## src/design/lsbe_ram.sv

```systemverilog
// Generic single-write, single-read RAM with registered read data.
// Depends on nothing.

module lsbe_ram #(
    parameter int WIDTH = 8,
    parameter int DEPTH = 16
) (
    input  logic                                        clk,
    input  logic                                        we,
    input  logic [((DEPTH > 1) ? $clog2(DEPTH) : 1)-1:0] waddr,
    input  logic [WIDTH-1:0]                            wdata,
    input  logic                                        re,
    input  logic [((DEPTH > 1) ? $clog2(DEPTH) : 1)-1:0] raddr,
    output logic [WIDTH-1:0]                            rdata
);

    logic [WIDTH-1:0] mem [DEPTH];

    always_ff @(posedge clk)
    begin
        if (we)
            mem[waddr] <= wdata;
        if (re)
            rdata <= mem[raddr];
    end

endmodule

```

## config.mk

```make
export PLATFORM = sky130hd
export DESIGN_NAME = lsbe_ram
export DESIGN_NICKNAME = d
export VERILOG_FILES = /design/src/design/lsbe_ram.sv
export SDC_FILE = /design/constraint.sdc
export NUM_CORES = 1
export LEC_CHECK = 0
export ABC_AREA = 1
export BUFFER_PORTS_ARGS = -buffer_cell sky130_fd_sc_hd__buf_2
export CAP_MARGIN = 20
export CORE_ASPECT_RATIO = 2
export CORE_MARGIN = 4
export CORE_UTILIZATION = 60
export CTS_CLUSTER_SIZE = 24
export DETAILED_ROUTE_END_ITERATION = 6
export GPL_TIMING_DRIVEN = 0
export PLACE_DENSITY = 0.78
export SLEW_MARGIN = 20
export SYNTH_ARGS = -nofsm -noshare
export SYNTH_HDL_FRONTEND = slang
export SYNTH_SLANG_ARGS = --single-unit
```

## constraint.sdc

```tcl
create_clock -name clk -period 1.3 [get_ports clk]
set_input_delay 0.065 -clock clk [delete_from_list [all_inputs] [get_ports clk]]
set_output_delay 0.065 -clock clk [all_outputs]
set_load 0.02 [all_outputs]
```

; Yosys cells after proc, flatten, opt, wreduce, memory -nomap -nowiden
; Memories as Yosys holds them, arrays and structs flattened. A register that Yosys moved wholly into a read port is not among the register bits.
; Cells that the tools add are included.
[word_totals]
ram_bits = 128
ff_bits = 0
wordCells = 3
n_memories = 1
output_inout_bits = 8
in_bits = 19
[mem_list]
columns = name, depth, width, rd, rd_clocked_by_memory_dff, wr, line
row1 = mem, 16, 8, 1, 1, 1, 17  ; logic [WIDTH-1:0] mem [DEPTH];
[classes]
muxes = 2
[op_table]
columns = op, n
row1 = 1-bit 2-to-1 mux, 2

; Depth between registers and ports, before layout
; Gate-level depths: netlist of the first run.
[depth]
word_depth = 2
ltp_mapped = 8
mapped_depth_nobuf = 7

; Worst setup path before layout of the first run
; No wires, ideal clock.
[synth_timing]
path_kind = input to register
startpoint = input waddr[2] in the netlist's numbering
endpoint = memory mem[10][0], enable pin
path_slack_ps = 284
n_path_buf = 0
t_arrival_ps = 646
t_required_ps = 930
stages = 2
setup_ps = 370
cell_sequence = nand3b_1 nor2_1
[synth_lines]
columns = element, line
row1 = "start, declared", 10  ; input logic [((DEPTH > 1) ? $clog2(DEPTH) : 1)-1:0] waddr,
row2 = "end, declared", 17
; No word-level cell before the write port.

==> results of run 1 <==
==> state kept, by name (all words and copies together) (netlist names) <==
register / cells
mem: 128
rdata: 8
==> worst reg2reg max path, delay by kind of cell, from the launching register on <==
kind	cells	cell delay [ns]
buf+inv	1	0.06
flops	1	0.38
simple gates	5	0.51
==> through the flow <==
| stage | cell area [um^2] | cells |
|---|---|---|
| final | 6700 | 735 |
| after global routing | 6700 | 735 |
| after CTS | 6700 | 735 |
| after detailed placement | 6125 | 704 |
| after global placement | 6125 | 704 |
| after floorplan | 5847 | 551 |
==> cell families after synthesis <==
family                 Yosys count  synth area share
and+or+nand+nor                289            0.2076
DFF                            136            0.6985
buffers and inverters          126           0.09394
==> power breakdown <==
group / total, mW / internal (mW) / switching (mW)
combinational: 0.667 / 0.186 / 0.481
clock: 4.59 / 2.96 / 1.63
sequential: 4.97 / 4.94 / 0.0228
==> per-layer routing <==
layer / vias up / GRT usage
met3: 65 / 0.05732
met2: 231 / 0.4635
li1: 1871 / -
met5: - / 0
met4: 0 / 0.2014
met1: 1865 / 0.2554
==> cell usage after synthesis <==
| cell | count |
|---|---|
| buf_1 | 1 |
| buf_2 | 13 |
| buf_4 | 4 |
| buf_6 | 6 |
| edfxtp_1 | 136 |
| inv_1 | 100 |
| inv_2 | 2 |
| nand2_1 | 173 |
| nand3_1 | 97 |
| nand3b_1 | 2 |
| nor2_1 | 17 |
==> layout by cell type (no fill, tap or decap) <==
| cell | n |
|---|---|
| nand2_1 | 173 |
| dlygate4sd3_1 | 1 |
| buf_2 | 36 |
| clkinv_1 | 2 |
| nand3b_1 | 2 |
| clkinv_2 | 4 |
| nand3_1 | 97 |
| inv_2 | 2 |
| clkbuf_1 | 2 |
| buf_4 | 4 |
| buf_1 | 1 |
| nor2_1 | 17 |
| edfxtp_1 | 136 |
| clkbuf_16 | 17 |
| buf_6 | 6 |
| inv_1 | 100 |
| bufinv_16 | 3 |
| clkinvlp_4 | 2 |
==> worst min-delay path by stage <==
stage / start / to / slack, ns / cells past startpoint
2_1_floorplan: wdata[0] / mem[0][0] / 0.16 / 0
3_5_place_dp: re / rdata[5] / 0.42 / 1
4_1_cts: wdata[7] / mem[15][7] / 0.07 / 1
5_1_grt: wdata[6] / mem[15][6] / 0.08 / 1
3_3_place_gp: re / rdata[5] / 0.42 / 1
6_report: wdata[6] / mem[14][6] / 0.08 / 1
==> timing repair <==
| item | 4_1_cts | 5_1_grt |
|---|---|---|
| hold endpoints to repair | 8 | 0 |
| hold buffers | 1 | 0 |
| setup endpoints to repair | 0 | 0 |
==> area by class of cell <==
class	instances	area share
inverter	102	0.05714
tap	130	0.02428
clock inverter	11	0.01979
buffer	24	0.02484
multi-input combinational	289	0.1811
sequential	136	0.6095
timing repair buffer	24	0.01867
clock buffer	19	0.06461
==> reports/qor.yml, run 1 <==
yosys:
  synth_seq_cells: 136
  syn_nets: 570
  avgSynthCellArea_um2: 10.61
  syn_inst: 551
  synthTopCellsByArea: "edfxtp_1 (70%), nand2_1 (11%), nand3_1 (8.3%)"
  yosysWarnings: 0
  synth_top_area_frac: 0.6985
  synth_top_cell_by_area: "edfxtp_1"
  ys_types: 11
  ys_seq_area_frac: 0.6985
  syn_area_um2: 5847
worst_setup_path:
  cp_common_cell: "nand3_1"
  r2r-end: "rdata[6]"
  reg2reg_depth: 6
  critical_path.cell_chain: "inv_1 -> nand2_1 -> nand3_1 -> nand3_1 -> nand3_1 -> nand2_1"
  cp.arrival_ns: 1.35
  worst-path-stages: 6
  crit_family: "simple AND/OR/NAND/NOR gates"
  path_max_fanout: 1
  r2r_setup_slack_ns: 0.09
  cp.required_ns: 1.44
  slowest_delay_ns: 0.38
  crit_type: "reg -> reg"
  startpoint: "mem[1][6]"
  start_kind: "register"
  endpoint: "rdata[6]"
  end_kind: "register"
  r2r_start: "mem[1][6]"
  slowest_stage: "edfxtp_1"
  critPathBufInv: 1
timing:
  hold_viol_final: 0
  timing.hold.ws_ns: 0.07713
  rsz0062_at_grt: "no"
  fin_ws_ns: 0.09091
  max_freq_mhz: 827.1
  report.final.slew_viol_count: 0
  finalCritPeriodShare: 0.9301
  period_needed_ns: 1.209
  relSlewSlack: 0.4425
  clock_skew_ns: 0.004682
  setup_viol: 0
  fin_tns_setup_ns: 0
  tightestPinTransition_ns: 0.8332
layout:
  n_antenna_cell: 0
  area_growth_pct: 14.59
  fin_util: 0.7093
  multi_input_comb_area_um2: 1214
  fillers: 679
  regArea_um2: 4084
  fin_nets: 613
  drive_gt1_frac: 0.1223
clock_tree:
  postCtsSetupRepairBufs: 0
  cts_tree: "built"
  cts.sinks: 136
  root_buffer: "clkbuf_16"
  clock_latency_ns: 0.41
  path_clk_slew_ns: 0.05
  cts-resized-gates: 0
  htreeDepth: 4
  cts_buffer_depth: 2
  cts_buffers: 17
power_and_ir_drop:
  power_mw: 10.22
  peakVddDrop_uv: 1606
  p_per_area_nw_per_um2: 1526
  p_leak_nw: 2.903
die:
  initial_utilization: 0.6189
  fp.coreArea_um2: 9447
  io_pins: 27
  die_area_um2: 11480
  rows: 50
  dieHeight_um: 147.6
  fp.dieW_um: 77.80
grt:
  overflow: 0
  grt_max_degree: 17
  grt_pass1_vias: 4006
  antenna_found_initial: 0
  grt_use_total: 0.2610
  grt_pass1_wl_um: 21190
detailed_routing:
  met3_length_um: 924
  drtPass1Iterations: 5
  vias: 4032
  wl_met1_um: 4418
  routed_wirelength_um: 13880
  drc_errors: 0
  wire_per_inst_um: 18.88
  vias_per_cell: 5.486
  route.antenna.remaining_nets: 0
  wl_met2_um: 7398
  drt_iter0_drc: 325
  highest_layer: "met4"
run:
  maxCapViolCount: 0
placed_design:
  dp_hpwl_um: 9535
  place_congestion: 0.9425
  io_buffer_count: 23
  place_ws_ns: -0.1963
worst_hold_path:
  worstHoldPathType: "in -> reg"
status:
  status: "finished, final reports clean"
Note: power is estimated with default switching activity, not from simulation.
==> inputs of run 2 (changes only) <==
--- a/config.mk
+++ b/config.mk
@@ -5,7 +5,7 @@
 export SDC_FILE = /design/constraint.sdc
 export NUM_CORES = 1
 export LEC_CHECK = 0
-export ABC_AREA = 1
+export ABC_CLOCK_PERIOD_IN_PS = 1300
 export BUFFER_PORTS_ARGS = -buffer_cell sky130_fd_sc_hd__buf_2
 export CAP_MARGIN = 20
 export CORE_ASPECT_RATIO = 2
==> run 2 against run 1 <==
- critical path type unchanged
- critical endpoint is now rdata[0]
- power decreased by 5.8%
- critical path depth decreased by 3
- the flow now finishes with violations (negative setup slack)
- largest power group unchanged
- combinational power decreased by 21%
- first-iteration DRC count decreased by 22%
==> reports/qor.yml, run 2 <==
yosys:
  async_flop_share: 0  # unchanged
  ys_seq_area_frac: 0.7812  # +0.08275
  synth_flop_cell: "edfxtp_1"
  yosysWarnings: 0  # unchanged
  synth_top_area_frac: 0.7812  # +0.08275
  synth_seq_cells: 136  # unchanged
  ys_types: 18  # +7
  avgSynthCellArea_um2: 22.83  # +120%
  synth_top_cell_by_area: "edfxtp_1"
  synthTopCellsByCount: "edfxtp_1 (136), mux4_2 (18), a22oi_1 (16), mux4_1 (14), nor2_1 (13)"
  synth_most_common_cell: "edfxtp_1"
  syn_inst: 229  # -58%
  syn_area_um2: 5228  # -11%
  synthTopCellsByArea: "edfxtp_1 (78%), mux4_2 (7.8%), mux4_1 (7.0%)"
  synth_edf_count: 136  # unchanged
  syn_nets: 248  # -56%
timing:
  hold_viol_final: 0  # unchanged
  report.final.slew_viol_count: 0  # unchanged
  relSlewSlack: 0.4481  # +0.005594
  max_freq_mhz: 705.9  # -15%
  period_needed_ns: 1.417  # +0.2074 ns
  clock_skew_ns: 0.006842  # +0.002160 ns
  rsz0062_at_grt: "yes"
  tightestPinTransition_ns: 0.8248  # -0.008360 ns
  setup_viol: 8  # +8
  finalCritPeriodShare: 1.090  # +0.1596
  timing.hold.ws_ns: 0.05396  # -0.02317 ns
  fin_ws_ns: -0.1165  # -0.2074 ns
worst_setup_path:
  r2r_setup_slack_ns: -0.12  # -0.21 ns
  start_kind: "register"
  end_kind: "register"
  slowest_stage: "mux4_2"
  path_max_fanout: 1  # unchanged
  critical_path.cell_chain: "mux4_2 -> a22oi_2 -> nand2_1"
  cp.required_ns: 1.45  # about the same
  crit_type: "reg -> reg"
  slowest_delay_ns: 0.52  # +0.14 ns
  cp.arrival_ns: 1.56  # +0.21 ns
layout:
  area_growth_pct: 15.80
  reg.largest.list: "mem (128), rdata (8)"
  final_common_cell: "edfxtp_1"
  largest_reg_flops: 128  # unchanged
  top_register: "mem"
  n_antenna_cell: 0  # unchanged
  final_cells: 386  # -47%
  final_cell_mix: "edfxtp_1 (136), mux4_2 (31), buf_2 (28)"
  fin_nets: 293  # -52%
  drive_gt1_frac: 0.3776  # +0.2553
clock_tree:
  root_buffer: "clkbuf_16"
  htreeDepth: 4  # unchanged
  clock_latency_ns: 0.41  # about the same
  cts_tree: "built"
  cts_buffer_depth: 2  # unchanged
  cts_buffers: 17  # unchanged
  path_clk_slew_ns: 0.05  # about the same
  postCtsSetupRepairBufs: 0  # unchanged
  cts.sinks: 136  # unchanged
worst_hold_path:
  worstHoldPathType: "in -> reg"
die:
  die_area_um2: 10360  # -9.8%
  dieHeight_um: 140  # -5.2%
  fp.coreArea_um2: 8588  # -9.1%
  io_pins: 27  # unchanged
  fp.dieW_um: 74  # -4.9%
  initial_utilization: 0.6087  # -0.01026
  rows: 48  # -4.0%
placed_design:
  dp_hpwl_um: 6310  # -34%
  place_congestion: 0.8036  # -15%
  dp_cells: 354  # -50%
  place_ws_ns: -0.4367  # -0.2404 ns
  io_buffer_count: 25  # +8.7%
detailed_routing:
  vias: 2435  # -40%
  routed_wirelength_um: 9659  # -30%
  wire_per_inst_um: 25.02  # +33%
  drc_errors: 0  # unchanged
  drt_iter0_drc: 254  # -22%
  vias_per_cell: 6.308  # +15%
  drtPass1Iterations: 4  # -1
  route.antenna.remaining_nets: 0  # unchanged
grt:
  grt_pass1_wl_um: 14910  # -30%
  overflow: 0  # unchanged
  antenna_found_initial: 0  # unchanged
  grt_max_degree: 17  # unchanged
  grt_use_total: 0.2131  # -0.04793
  grt_pass1_vias: 2472  # -38%
status:
  status: "finished, violations left"
  violations: "negative setup slack"
power_and_ir_drop:
  peakVddDrop_uv: 1374  # -14%
  p_leak_nw: 1.976  # -32%
  p_per_area_nw_per_um2: 1591  # +4.2%
run:
  maxCapViolCount: 0  # unchanged
[run 2: cell count changes after synthesis, sizes merged, moves of 2 or more]
| cell | change |
|---|---|
| nor3 | +4 |
| clkdlybuf4s25 | +3 |
| a22oi | +16 |
| nand2b | +2 |
| buf | -17 |
| nand2 | -164 |
| mux4 | +32 |
| nand3 | -96 |
| inv | -102 |
| nor2 | -4 |
[run 2: what timing repair did]
action,CTS,global route
pin swaps,3,0
hold buffers,1,0
setup endpoints to repair,16,24
endpoints found under the hold margin,8,0
gates resized for setup,16,4
[run 2: routing by layer]
metal  routed length, um  share of wire  track usage
met3                 582          0.060      0.05963
met1                3474           0.36       0.2630
met5                   0              0            0
met2                5327           0.55       0.3516
met4                 274          0.028      0.08309
[run 2: logic make-up after synthesis]
kind of cell,Yosys count,synth area share
and+or+nand+nor,35,0.03136
buffers and inverters,10,0.01651
AOI/OAI and AO/OA,16,0.02298
DFF,136,0.7812
muxes,32,0.1479
[run 2: final timing paths]
| path | start | endpoint | depth (start not counted) |
|---|---|---|---|
| worst min-delay path | wdata[4] | mem[10][4] | 1 |
| worst max-delay path | mem[8][0] | rdata[0] | 3 |
| worst max register to register | mem[8][0] | rdata[0] | 3 |
| worst min register to register | mem[12][2] | rdata[2] | 3 |
[run 2: report_power, final]
group / switching (mW) / total [mW] / leakage [nW] / internal, mW
clock network: 1.57 / 4.13 / 0.258 / 2.57
logic: 0.315 / 0.528 / 0.482 / 0.212
registers: 0.0231 / 4.97 / 1.24 / 4.95
[run 2: layout make-up]
class                   instances  area (um^2)
fillers                       486         2535
multi-input cells              83         1092
repair buffers                 26        135.1
clock buffers                  19        432.9
flip-flops and latches        136         4084
clock inverters                12        86.33
plain buffers                  10        97.59
well taps                     100        125.1
[run 2: worst max-delay path, delay by kind of cell (launching register included)]
kind	cells	cell delay (ns)
AOI/OAI and AO/OA	1	0.18
DFF	1	0.37
muxes	1	0.52
and+or+nand+nor	1	0.09
[run 2: stage by stage]
step | total power [mW] | TNS (ns) | cell area, um^2 | utilization
after floorplan | 5.337 | -0.9464 | 5218 | -
after global placement | 5.530 | -35.65 | 5468 | 0.6367
after detailed placement | 5.555 | -28.56 | 5483 | 0.6384
after CTS | 9.677 | -0.7863 | 6043 | 0.7037
after global routing | 9.966 | -1.138 | 6053 | 0.7048
final | 9.630 | -0.7409 | 6053 | 0.7048
==> inputs of run 3 (changes only) <==
--- a/config.mk
+++ b/config.mk
@@ -5,16 +5,16 @@
 export SDC_FILE = /design/constraint.sdc
 export NUM_CORES = 1
 export LEC_CHECK = 0
-export ABC_CLOCK_PERIOD_IN_PS = 1300
+export ABC_CLOCK_PERIOD_IN_PS = 1200
 export BUFFER_PORTS_ARGS = -buffer_cell sky130_fd_sc_hd__buf_2
 export CAP_MARGIN = 20
 export CORE_ASPECT_RATIO = 2
 export CORE_MARGIN = 4
-export CORE_UTILIZATION = 60
+export CORE_UTILIZATION = 54
 export CTS_CLUSTER_SIZE = 24
 export DETAILED_ROUTE_END_ITERATION = 6
 export GPL_TIMING_DRIVEN = 0
-export PLACE_DENSITY = 0.78
+export PLACE_DENSITY = 0.74
 export SLEW_MARGIN = 20
 export SYNTH_ARGS = -nofsm -noshare
 export SYNTH_HDL_FRONTEND = slang
==> constraint.sdc (replaced) <==
create_clock -name clk -period 1.2 [get_ports clk]
set_input_delay 0.06 -clock clk [delete_from_list [all_inputs] [get_ports clk]]
set_output_delay 0.06 -clock clk [all_outputs]
set_load 0.02 [all_outputs]
==> run 3 against run 2 <==
- the run still ends with negative setup slack left
- cell area up 0.33%
- die area is 10% higher
- hold slack worse by 0.023 ns
- via count down 3.2%
- sequential power rose by 8.2%
==> reports/qor.yml, run 3 (synthesis gave the netlist of run 2 again) <==
status:
  status: "finished, violations left"
  violations: "negative setup slack"
grt:
  grt_use_total: 0.1827  # -0.03040
  overflow: 0  # unchanged
  antenna_found_initial: 0  # unchanged
  grt_pass1_vias: 2485  # +0.53%
  grt_max_degree: 17  # unchanged
  grt_pass1_wl_um: 14390  # -3.5%
detailed_routing:
  drt_iter0_drc: 197  # -22%
  drtPass1Iterations: 4  # unchanged
  routed_wirelength_um: 9481  # -1.8%
  vias: 2356  # -3.2%
  wire_per_inst_um: 24.25  # -3.1%
  vias_per_cell: 6.026  # -4.5%
  route.antenna.remaining_nets: 0  # unchanged
  drc_errors: 0  # unchanged
layout:
  final_common_cell: "edfxtp_1"
  final_cell_mix: "edfxtp_1 (136), mux4_2 (32), buf_2 (28)"
  reg.largest.list: "mem (128), rdata (8)"
  multi_input_comb_area_um2: 1064  # -2.6%
  n_antenna_cell: 0  # unchanged
  regArea_um2: 4084  # unchanged
  drive_gt1_frac: 0.3798  # +0.002169
  top_register: "mem"
  area_growth_pct: 16.18
  fin_nets: 293  # unchanged
  fillers: 621  # +28%
  largest_reg_flops: 128  # unchanged
power_and_ir_drop:
  p_per_area_nw_per_um2: 1742  # +9.5%
  power_mw: 10.58  # +9.9%
  peakVddDrop_uv: 1147  # -17%
  p_leak_nw: 1.981  # +0.26%
worst_setup_path:
  slowest_stage: "mux4_2"
  cp.arrival_ns: 1.63  # +0.07 ns
  path_max_fanout: 1  # unchanged
  crit_family: "multiplexers"
  cp.required_ns: 1.35  # -0.10 ns
  crit_type: "reg -> reg"
  slowest_delay_ns: 0.49  # -0.03 ns
  startpoint: "mem[3][7]"
  critical_path.cell_chain: "mux4_2 -> a22oi_2 -> nand2_1"
  critPathBufInv: 0  # unchanged
  start_kind: "register"
  end_kind: "register"
  r2r_start: "mem[3][7]"
timing:
  clock_skew_ns: 0.006561  # -0.0002816 ns
  tightestPinTransition_ns: 0.8001  # -0.02468 ns
  rsz0062_at_grt: "yes"
  setup_viol: 8  # unchanged
  report.final.slew_viol_count: 0  # unchanged
  fin_ws_ns: -0.2726  # -0.1561 ns
  relSlewSlack: 0.4646  # +0.01652
  finalCritPeriodShare: 1.227  # +0.1375
  max_freq_mhz: 679.1  # -3.8%
  period_needed_ns: 1.473  # +0.05608 ns
  hold_viol_final: 0  # unchanged
die:
  fp.dieW_um: 77.57  # +4.8%
  dieHeight_um: 147.1  # +5.1%
  io_pins: 27  # unchanged
  rows: 50  # +4.2%
  fp.coreArea_um2: 9384  # +9.3%
  initial_utilization: 0.5571  # -0.05162
  die_area_um2: 11410  # +10%
clock_tree:
  cts_buffer_depth: 2  # unchanged
  clock_latency_ns: 0.41  # about the same
  root_buffer: "clkbuf_16"
  path_clk_slew_ns: 0.06  # about the same
  htreeDepth: 4  # unchanged
  cts_buffers: 17  # unchanged
  cts_tree: "built"
  cts.sinks: 136  # unchanged
worst_hold_path:
  min_from: "wdata[6]"
  worstHoldPathType: "in -> reg"
placed_design:
  place_congestion: 0.7318  # -8.9%
  place_ws_ns: -0.5595  # -0.1228 ns
  io_buffer_count: 25  # unchanged
  dp_hpwl_um: 6379  # +1.1%
run:
  maxCapViolCount: 0  # unchanged
==> run 3: changes by cell type in the layout (fill, tap and decap cells not counted), sizes merged <==
cell      previous run  this run
clkinv              11         9
clkinvlp             0         3
==> run 3: layout make-up <==
| type | count | area share |
|---|---|---|
| timing repair buffer | 26 | 0.02225 |
| buffer | 10 | 0.01978 |
| multi-input combinational | 83 | 0.1751 |
| clock buffer | 19 | 0.07128 |
| clock inverter | 13 | 0.01772 |
| sequential | 136 | 0.6724 |
| tap | 104 | 0.02143 |
==> run 3: metrics by stage <==
step / hold slack (ns) / utilization / std cells / area, um^2 / TNS [ns]
after floorplan: 0.1589 / - / 229 / 5224 / -4.434
after global placement: 0.4044 / 0.5839 / 358 / 5479 / -43.07
after detailed placement: 0.4113 / 0.5844 / 358 / 5484 / -42.12
after CTS: 0.02691 / 0.6467 / 391 / 6068 / -1.871
after global routing: 0.03114 / 0.6472 / 391 / 6073 / -2.105
final: 0.03138 / 0.6472 / 391 / 6073 / -1.763
==> run 3: worst register-to-register path, delay by kind of cell (launching register included) <==
family | cells | cell delay (ns)
mux | 1 | 0.49
flops | 1 | 0.36
compound gates | 1 | 0.27
simple gates | 1 | 0.10
==> run 3: what timing repair did <==
| action | 4_1_cts | 5_1_grt |
|---|---|---|
| hold buffers | 1 | 0 |
| resized for setup | 8 | 1 |
| hold endpoints to repair | 8 | 0 |
| setup buffers | 0 | 0 |
| setup endpoints to repair | 40 | 8 |
==> run 3: worst paths after layout <==
kind                            slack [ns]  cells after the start    endpoint
worst max-delay path                 -0.27                      3    rdata[7]
worst min-delay path                  0.03                      1  mem[14][6]
worst max register to register       -0.27                      3    rdata[7]
worst min register to register        0.77                      3    rdata[0]
==> run 3: routing by layer <==
layer,vias up,global-route usage,wire length [um]
met5,-,0,0
met2,70,0.3124,5199
li1,1061,-,-
met4,0,0.1052,374
met1,1202,0.2070,3512
met3,23,0.04294,395
==> run 3: power by group <==
part           switching (mW)  internal (mW)  total (mW)
sequential             0.0240           5.36        5.38
combinational           0.326          0.233       0.559
clock                    1.82           2.82        4.64
